<file path="src/rtl/lfu_pkg.sv">
`timescale 1ns / 1ps
// lfu_pkg: shared types and constants for the LFU cache table.
// Used by lfu_cache_table and the testbench; depends on nothing.
package lfu_pkg;

	localparam int DEF_ENTRIES    = 16;
	localparam int DEF_COUNT_BITS = 16;
	localparam int CAP_W          = 5;
	localparam logic [CAP_W-1:0] CAP_RESET = 5'd16;

	localparam logic OP_GET = 1'b0;
	localparam logic OP_PUT = 1'b1;

	typedef struct packed {
		logic               opcode;
		logic signed [31:0] key;
		logic signed [31:0] value;
	} req_t;

	typedef struct packed {
		logic               hit;
		logic signed [31:0] read_value;
		logic               evicted;
		logic signed [31:0] evicted_key;
	} rsp_t;

	typedef enum logic [2:0] {
		ST_IDLE,
		ST_SCAN,
		ST_SETTLE,
		ST_DECIDE,
		ST_UPDATE,
		ST_FLUSH,
		ST_DONE
	} state_t;

endpackage

</file>
<file path="src/rtl/lfu_mem.sv">
`timescale 1ns / 1ps
// lfu_mem: entry store, one write port and one read port, registered read data.
// Plain array; no dependencies.
module lfu_mem #(
	parameter int DEPTH = 16,
	parameter int AW    = 4,
	parameter int DW    = 84
) (
	input  logic          clk,
	input  logic          rd_en,
	input  logic [AW-1:0] rd_addr,
	output logic [DW-1:0] rd_data,
	input  logic          wr_en,
	input  logic [AW-1:0] wr_addr,
	input  logic [DW-1:0] wr_data
);

	logic [DW-1:0] mem [DEPTH];
	logic [DW-1:0] rd_data_q;

	always_ff @(posedge clk) begin
		if (wr_en) begin
			mem[wr_addr] <= wr_data;
		end
		if (rd_en) begin
			rd_data_q <= mem[rd_addr];
		end
	end

	assign rd_data = rd_data_q;

endmodule

</file>
<file path="src/rtl/lfu_scan.sv">
`timescale 1ns / 1ps
// lfu_scan: walks the entries one per cycle, tracking the key match, the
// replacement victim and the first free slot. Uses no package items.
module lfu_scan #(
	parameter int IW = 4,
	parameter int CW = 16,
	parameter int RW = 4
) (
	input  logic          clk,
	input  logic          arst_n,
	input  logic          start,
	input  logic          vld,
	input  logic          ent_valid,
	input  logic [IW-1:0] idx,
	input  logic [31:0]   key,
	input  logic [31:0]   e_key,
	input  logic [31:0]   e_val,
	input  logic [CW-1:0] e_cnt,
	input  logic [RW-1:0] e_rank,
	output logic          match_q,
	output logic [IW-1:0] match_idx_q,
	output logic [31:0]   match_val_q,
	output logic [CW-1:0] match_cnt_q,
	output logic [RW-1:0] match_rank_q,
	output logic [IW-1:0] vic_idx_q,
	output logic [31:0]   vic_key_q,
	output logic [RW-1:0] vic_rank_q,
	output logic [IW-1:0] free_idx_q
);

	logic          vic_found_q;
	logic          free_found_q;
	logic [CW-1:0] vic_cnt_q;
	logic          take_vic;

	// lowest count wins, older entry wins a tie; first one seen starts it
	assign take_vic = ent_valid && (!vic_found_q || e_cnt < vic_cnt_q ||
		(e_cnt == vic_cnt_q && e_rank > vic_rank_q));

	always_ff @(posedge clk or negedge arst_n) begin
		if (!arst_n) begin
			match_q      <= 1'b0;
			vic_found_q  <= 1'b0;
			free_found_q <= 1'b0;
		end else if (start) begin
			match_q      <= 1'b0;
			vic_found_q  <= 1'b0;
			free_found_q <= 1'b0;
		end else if (vld) begin
			if (ent_valid && !match_q && e_key == key) begin
				match_q <= 1'b1;
			end
			if (take_vic) begin
				vic_found_q <= 1'b1;
			end
			if (!ent_valid && !free_found_q) begin
				free_found_q <= 1'b1;
			end
		end
	end

	always_ff @(posedge clk) begin
		if (vld) begin
			if (ent_valid && !match_q && e_key == key) begin
				match_idx_q  <= idx;
				match_val_q  <= e_val;
				match_cnt_q  <= e_cnt;
				match_rank_q <= e_rank;
			end
			if (take_vic) begin
				vic_idx_q  <= idx;
				vic_key_q  <= e_key;
				vic_cnt_q  <= e_cnt;
				vic_rank_q <= e_rank;
			end
			if (!ent_valid && !free_found_q) begin
				free_idx_q <= idx;
			end
		end
	end

endmodule

</file>
<file path="src/rtl/lfu_cache_table.sv">
`timescale 1ns / 1ps
// lfu_cache_table: top level of the LFU key/value cache with LRU tie break.
// Depends on lfu_pkg, lfu_mem and lfu_scan.
//
// One transaction at a time: a get or put scans the entry memory (one read per
// cycle through its single read port), settles and decides, and, on a hit or
// an insert, passes over the entries again to rewrite the recency ranks and
// flushes, before the result is handed to the output register; a miss that
// inserts nothing skips the rewrite pass.
// The next request is taken while the previous result still waits on a
// stalled output. Valid bits sit in flip-flops; entry data is never cleared.
module lfu_cache_table #(
	parameter int ENTRIES    = lfu_pkg::DEF_ENTRIES,
	parameter int COUNT_BITS = lfu_pkg::DEF_COUNT_BITS
) (
	input  logic                     clk,
	input  logic                     arst_n,
	input  logic                     in_valid,
	output logic                     in_stall,
	input  lfu_pkg::req_t            in_data,
	output logic                     out_valid,
	input  logic                     out_stall,
	output lfu_pkg::rsp_t            out_data,
	input  logic                     cfg_valid,
	output logic                     cfg_ready,
	input  logic [lfu_pkg::CAP_W-1:0] cfg_data
);

	localparam int IW    = (ENTRIES > 1) ? $clog2(ENTRIES) : 1;
	localparam int RW    = IW;
	localparam int OW    = $clog2(ENTRIES + 1);
	localparam int EW    = 64 + COUNT_BITS + RW;
	localparam logic [IW-1:0] LAST = IW'(ENTRIES - 1);

	lfu_pkg::state_t state_q, state_d;

	logic [IW-1:0]            addr_q;
	logic                     scan_s1, upd_s1;
	logic [IW-1:0]            idx_s1;
	lfu_pkg::req_t            req_q;
	logic [lfu_pkg::CAP_W-1:0] cap_q;
	logic [OW-1:0]            occ_q;
	logic [ENTRIES-1:0]       valid_q;
	lfu_pkg::rsp_t            res_q;
	lfu_pkg::rsp_t            res_hold_q;
	logic                     out_valid_q;
	logic [IW-1:0]            target_q;
	logic [RW:0]              thr_q;
	logic [EW-1:0]            new_ent_q;

	logic          rd_en, wr_en;
	logic [EW-1:0] rd_data, wr_data;

	logic [31:0]         e_key, e_val;
	logic [COUNT_BITS-1:0] e_cnt;
	logic [RW-1:0]       e_rank;

	logic          match;
	logic [IW-1:0] match_idx, vic_idx, free_idx;
	logic [31:0]   match_val, vic_key;
	logic [COUNT_BITS-1:0] match_cnt;
	logic [RW-1:0] match_rank, vic_rank;

	logic          is_put, ins, evict, full, upd, out_free, last;
	logic [IW-1:0] target;
	logic [RW:0]   thr;
	logic [COUNT_BITS-1:0] new_cnt;
	logic [31:0]   new_val;
	lfu_pkg::rsp_t res_d;
	logic          bump;

	assign e_key  = rd_data[EW-1 -: 32];
	assign e_val  = rd_data[EW-33 -: 32];
	assign e_cnt  = rd_data[RW +: COUNT_BITS];
	assign e_rank = rd_data[RW-1:0];

	lfu_mem #(
		.DEPTH (ENTRIES),
		.AW    (IW),
		.DW    (EW)
	) u_mem (
		.clk     (clk),
		.rd_en   (rd_en),
		.rd_addr (addr_q),
		.rd_data (rd_data),
		.wr_en   (wr_en),
		.wr_addr (idx_s1),
		.wr_data (wr_data)
	);

	lfu_scan #(
		.IW (IW),
		.CW (COUNT_BITS),
		.RW (RW)
	) u_scan (
		.clk          (clk),
		.arst_n       (arst_n),
		.start        (state_q == lfu_pkg::ST_IDLE),
		.vld          (scan_s1),
		.ent_valid    (valid_q[idx_s1]),
		.idx          (idx_s1),
		.key          (req_q.key),
		.e_key        (e_key),
		.e_val        (e_val),
		.e_cnt        (e_cnt),
		.e_rank       (e_rank),
		.match_q      (match),
		.match_idx_q  (match_idx),
		.match_val_q  (match_val),
		.match_cnt_q  (match_cnt),
		.match_rank_q (match_rank),
		.vic_idx_q    (vic_idx),
		.vic_key_q    (vic_key),
		.vic_rank_q   (vic_rank),
		.free_idx_q   (free_idx)
	);

	// decision from the finished scan
	always_comb begin
		is_put  = (req_q.opcode == lfu_pkg::OP_PUT);
		full    = (32'(occ_q) >= 32'(cap_q)) || (32'(occ_q) >= 32'(ENTRIES));
		ins     = is_put && !match && (cap_q != '0);
		evict   = ins && full;
		upd     = match || ins;
		target  = match ? match_idx : (evict ? vic_idx : free_idx);
		thr     = match ? {1'b0, match_rank} :
			(evict ? {1'b0, vic_rank} : (RW+1)'(occ_q));
		new_cnt = match ? ((match_cnt == '1) ? match_cnt : match_cnt + 1'b1) :
			COUNT_BITS'(1);
		new_val = (match && !is_put) ? match_val : req_q.value;
		res_d.hit         = match;
		res_d.read_value  = is_put ? 32'sd0 : (match ? match_val : -32'sd1);
		res_d.evicted     = evict;
		res_d.evicted_key = evict ? vic_key : 32'sd0;
	end

	// rank rewrite: target gets the new entry, younger entries age by one
	always_comb begin
		bump    = valid_q[idx_s1] && ({1'b0, e_rank} < thr_q);
		wr_en   = upd_s1 && (idx_s1 == target_q || bump);
		wr_data = (idx_s1 == target_q) ? new_ent_q :
			{rd_data[EW-1:RW], e_rank + 1'b1};
	end

	assign last     = (addr_q == LAST);
	assign out_free = !out_valid_q || !out_stall;

	always_comb begin
		state_d = state_q;
		unique case (state_q)
			lfu_pkg::ST_IDLE:   if (in_valid) state_d = lfu_pkg::ST_SCAN;
			lfu_pkg::ST_SCAN:   if (last) state_d = lfu_pkg::ST_SETTLE;
			lfu_pkg::ST_SETTLE: state_d = lfu_pkg::ST_DECIDE;
			lfu_pkg::ST_DECIDE: state_d = upd ? lfu_pkg::ST_UPDATE : lfu_pkg::ST_DONE;
			lfu_pkg::ST_UPDATE: if (last) state_d = lfu_pkg::ST_FLUSH;
			lfu_pkg::ST_FLUSH:  state_d = lfu_pkg::ST_DONE;
			lfu_pkg::ST_DONE:   if (out_free) state_d = lfu_pkg::ST_IDLE;
			default:            state_d = lfu_pkg::ST_IDLE;
		endcase
	end

	always_comb begin
		in_stall = 1'b1;
		rd_en    = 1'b0;
		unique case (state_q)
			lfu_pkg::ST_IDLE:   in_stall = 1'b0;
			lfu_pkg::ST_SCAN,
			lfu_pkg::ST_UPDATE: rd_en = 1'b1;
			default:            ;
		endcase
	end

	assign cfg_ready = 1'b1;
	assign out_valid = out_valid_q;
	assign out_data  = res_q;

	always_ff @(posedge clk or negedge arst_n) begin
		if (!arst_n) begin
			state_q     <= lfu_pkg::ST_IDLE;
			addr_q      <= '0;
			scan_s1     <= 1'b0;
			upd_s1      <= 1'b0;
			cap_q       <= lfu_pkg::CAP_RESET;
			occ_q       <= '0;
			valid_q     <= '0;
			out_valid_q <= 1'b0;
		end else begin
			state_q <= state_d;
			scan_s1 <= (state_q == lfu_pkg::ST_SCAN);
			upd_s1  <= (state_q == lfu_pkg::ST_UPDATE);
			if (rd_en) begin
				addr_q <= last ? '0 : addr_q + 1'b1;
			end
			if (cfg_valid && cfg_ready) begin
				cap_q <= cfg_data;
			end
			if (state_q == lfu_pkg::ST_DECIDE && ins) begin
				valid_q[target] <= 1'b1;
				if (!evict) begin
					occ_q <= occ_q + 1'b1;
				end
			end
			if (state_q == lfu_pkg::ST_DONE && out_free) begin
				out_valid_q <= 1'b1;
			end else if (!out_stall) begin
				out_valid_q <= 1'b0;
			end
		end
	end

	always_ff @(posedge clk) begin
		idx_s1 <= addr_q;
		if (in_valid && !in_stall) begin
			req_q <= in_data;
		end
		if (state_q == lfu_pkg::ST_DECIDE) begin
			target_q   <= target;
			thr_q      <= thr;
			new_ent_q  <= {req_q.key, new_val, new_cnt, RW'(0)};
			res_hold_q <= res_d;
		end
	end

	// result register may only be reloaded once the old result has gone
	always_ff @(posedge clk) begin
		if (state_q == lfu_pkg::ST_DONE && out_free) begin
			res_q <= res_hold_q;
		end
	end

	a_occ_bound: assert property (@(posedge clk) disable iff (!arst_n)
		32'(occ_q) <= 32'(ENTRIES))
		else $error("occupancy above table size");

	a_occ_valid: assert property (@(posedge clk) disable iff (!arst_n)
		$countones(valid_q) == 32'(occ_q))
		else $error("occupancy disagrees with valid bits");

	a_evict_miss: assert property (@(posedge clk) disable iff (!arst_n)
		out_valid_q |-> !(res_q.evicted && res_q.hit))
		else $error("eviction reported on a hit");

	a_no_write_scan: assert property (@(posedge clk) disable iff (!arst_n)
		scan_s1 |-> !wr_en)
		else $error("memory written during lookup pass");

endmodule

</file>
<file path="config.mk">
export PLATFORM = sky130hd
export DESIGN_NAME = lfu_cache_table
export DESIGN_NICKNAME = d
export VERILOG_FILES = /design/src/rtl/lfu_pkg.sv /design/src/rtl/lfu_mem.sv /design/src/rtl/lfu_scan.sv /design/src/rtl/lfu_cache_table.sv
export SDC_FILE = /design/constraint.sdc
export NUM_CORES = 2
export LEC_CHECK = 0
export BUFFER_PORTS_ARGS = -buffer_cell sky130_fd_sc_hd__buf_2
export CORE_UTILIZATION = 50
export CTS_BUF_LIST = sky130_fd_sc_hd__clkbuf_4 sky130_fd_sc_hd__clkbuf_8
export CTS_CLUSTER_DIAMETER = 100
export DETAILED_ROUTE_END_ITERATION = 10
export GPL_ROUTABILITY_DRIVEN = 0
export HOLD_SLACK_MARGIN = 0.08
export PLACE_DENSITY = 0.66
export REMOVE_ABC_BUFFERS = 1
export SLEW_MARGIN = 20
export SYNTH_ARGS = -nofsm -noshare
export SYNTH_HDL_FRONTEND = slang
export SYNTH_SLANG_ARGS = --single-unit
</file>
<file path="constraint.sdc">
create_clock -name clk -period 10.6 [get_ports clk]
set_clock_uncertainty 0.05 [all_clocks]
set_input_delay 1.06 -clock clk [delete_from_list [all_inputs] [get_ports clk]]
set_output_delay 1.06 -clock clk [all_outputs]
set_load 0.005 [all_outputs]
</file>
==> flow_summary.toml <==
[synthesis]
async_reset_ff_share_pct = 2.08
netlist-cell-type-count = 58
synth-warning-count = 0
synth_edf_count = 1830
ys_seq_elements = 1873
syn-cell-area_sq_um = 70400
yosys.area.top_type = "edfxtp_1"
ys_seq_area_share_pct = 79.5
synth_most_common_cell = "edfxtp_1"
synth_top_area_share_pct = 78.0
avgSynthCellArea_sq_um = 23.0
synth_cells = 3057
synth_flop_cell = "edfxtp_1"
yosys-top-cells-area = "edfxtp_1 (78%), mux4_2 (14%), dfrtp_1 (1.4%)"
synth_common_cells = "edfxtp_1 (1830), mux4_2 (425), clkbuf_1 (80), mux2_1 (80), inv_1 (64)"

[cts]
cts.sinks = 1873
cts_buffer_depth = 4
hold_buffers = 0
cts_root_buf = "clkbuf_8"
htree_num_levels = 5
numCtsBuffers = 312
cts_tree = "built"
post_cts_resized = 0
clock_latency_ns = 1.01
postCtsSetupBuffers = 0
path_clk_slew_ns = 0.07

[placement]
dpl.hpwl_um = 80600
portBuffers = 142
dp_slack_ns = 6.16
place_area_sq_um = 73400

[die]
dieArea_sq_um = 142000
die_h_um = 377
die_w_um = 377
fp.coreArea_sq_um = 140000
initial_core_util_pct = 50.4
core.rowCount = 137
num_io_pins = 144

[layout]
fillers = 10100
fin_nets = 3534
post-route-util_pct = 56.7
drive_gt1_share_pct = 30.9
design_area_sq_um = 79200
syn2layout_area_growth_pct = 12.5

[sta]
fin_crit_ns = 4.40
finalHoldViolCount = 0
tightest_slew_ns = 1.11
rsz0062_at_grt = "false"
period_share_pct = 41.5
maxSlewViolCount = 0
layout_setup_ws_ns = 6.20
fmax_ghz = 0.228
finalSetupViolations = 0
relSlewSlack_pct = 25.4

[setup_path]
cp_slowest_stage_delay_ns = 0.81
crit_family = "buffers and inverters"
start_kind = "flop"
cp.depth = 8
cp.required_ns = 11.14
worstPathArrival_ns = 4.93
reg2reg_depth = 8
crit_path_end_kind = "flop"
path_buf_inv = 4
cp_common_cell = "buf_4"
path_max_fanout = 48
criticalPathCategory = "reg -> reg"
cp_cell_sequence = "xor2_1 > nor4_4 > buf_4 > inv_2 > nand2_4 > and4_4 > buf_4 > buf_4"
slowest_stage = "buf_4"

[route]
drtPass1Iterations = 5
viasPerCell = 5.91
wl_per_cell_um = 28.4
drc_errors = 0
wirelength_um = 157000
drt_iter0_markers = 3359
wl_met2_um = 76400
wl_met3_um = 11100
ant_nets = 0
vias = 32600
wl_met1_um = 66300
top_layer = "met4"

[run_status]
outcome = "finished clean"

[global_route]
grt_pass1_wl_um = 230000
grt_usage_pct = 22.4
first_global_vias = 34600
overflow = 0
grt_max_degree = 104
antenna_found_initial = 7

[power]
vdd_drop_max_mv = 0.167
power_density_nw_per_um2 = 269
p_leak_nw = 25.7

[run]
max_cap_viol_count = 0

[min_path]
hold_class = "in -> async"
## worst paths after layout
path | startpoint | end | slack [ns]
max | idx_s1[0]$_DFF_P_ | u_mem.mem[13][66]$_DFFE_PP_ | 6.20
min in group clk | in_data[64] | is_put$_DFFE_PP_ | 0.19
max in group asynchronous | arst_n | addr_q[2]$_DFFE_PN0P_ | 9.57
min reg2reg | res_hold_q[23]$_SDFFCE_PP0P_ | out_data[23]$_DFFE_PP_ | 0.34
max reg2reg | idx_s1[0]$_DFF_P_ | u_mem.mem[13][66]$_DFFE_PP_ | 6.20
min | arst_n | occ_q[4]$_DFFE_PN0P_ | 0.17
## layout make-up
type | count | area (sq um) | area share (%)
sequential | 1873 | 56000 | 70.7
multi-input combinational | 977 | 13700 | 17.3
clock buffer | 422 | 5180 | 6.54
tap | 1876 | 2350 | 2.96
timing repair buffer | 195 | 1190 | 1.51
clock inverter | 101 | 518 | 0.654
inverter | 68 | 255 | 0.322
antenna | 2 | 5.00 | 0.00632
## power by group
group,switching (W),total (W),internal [W]
registers,0.000553,0.0105,0.00998
clock network,0.00273,0.00595,0.00322
logic,0.00281,0.00484,0.00203
## flip-flops by register name, indices dropped and copies added (netlist names), 16 cells and up
signal / count
req_q: 64
u_scan.vic_cnt_q: 16
u_mem.rd_data: 84
out_data: 66
u_mem.mem: 1344
res_hold_q: 66
new_ent_q: 80
u_scan.match_cnt_q: 16
u_scan.vic_key_q: 32
u_scan.match_val_q: 32
valid_q: 16
## cells in the final DEF, fill, tap and decap left out, types with 63 or more instances in the layout
cell type | netlist | final
buf_2 | 37 | 142
mux2_1 | 80 | 80
inv_1 | 64 | 64
edfxtp_1 | 1830 | 1830
mux4_2 | 425 | 425
clkinv_1 | 0 | 68
clkbuf_8 | 0 | 322
clkbuf_4 | 0 | 100
nand2_1 | 63 | 63
## through the flow
| step | power, W | hold slack [ns] | TNS, ns | cells |
|---|---|---|---|---|
| floorplan | 0.0151 | 0.350 | -326.64 | 2918 |
| global placement | 0.0153 | 0.352 | 0 | 4986 |
| detailed placement | 0.0156 | 0.355 | 0 | 4986 |
| CTS | 0.0215 | 0.0834 | 0 | 5509 |
| global route | 0.0222 | 0.102 | 0 | 5513 |
| finish | 0.0213 | 0.175 | 0 | 5514 |
## routing by layer
layer | global-route usage, % | up-vias
met5 | 0 | -
met4 | 5.84 | 0
met3 | 4.62 | 234
met1 | 32.0 | 17500
li1 | - | 13500
met2 | 35.4 | 1288
## cells by family after synthesis
group / synth area share [%]
AO/OA/AOI/OAI: 1.29
XOR/XNOR: 0.647
AND/OR/NAND/NOR: 1.70
other: 0.00533
flip-flops: 79.5
buffers and inverters: 1.22
adder cells (fa/ha/maj): 0.569
multiplexers: 15.0
(Power assumes the default switching activity.)
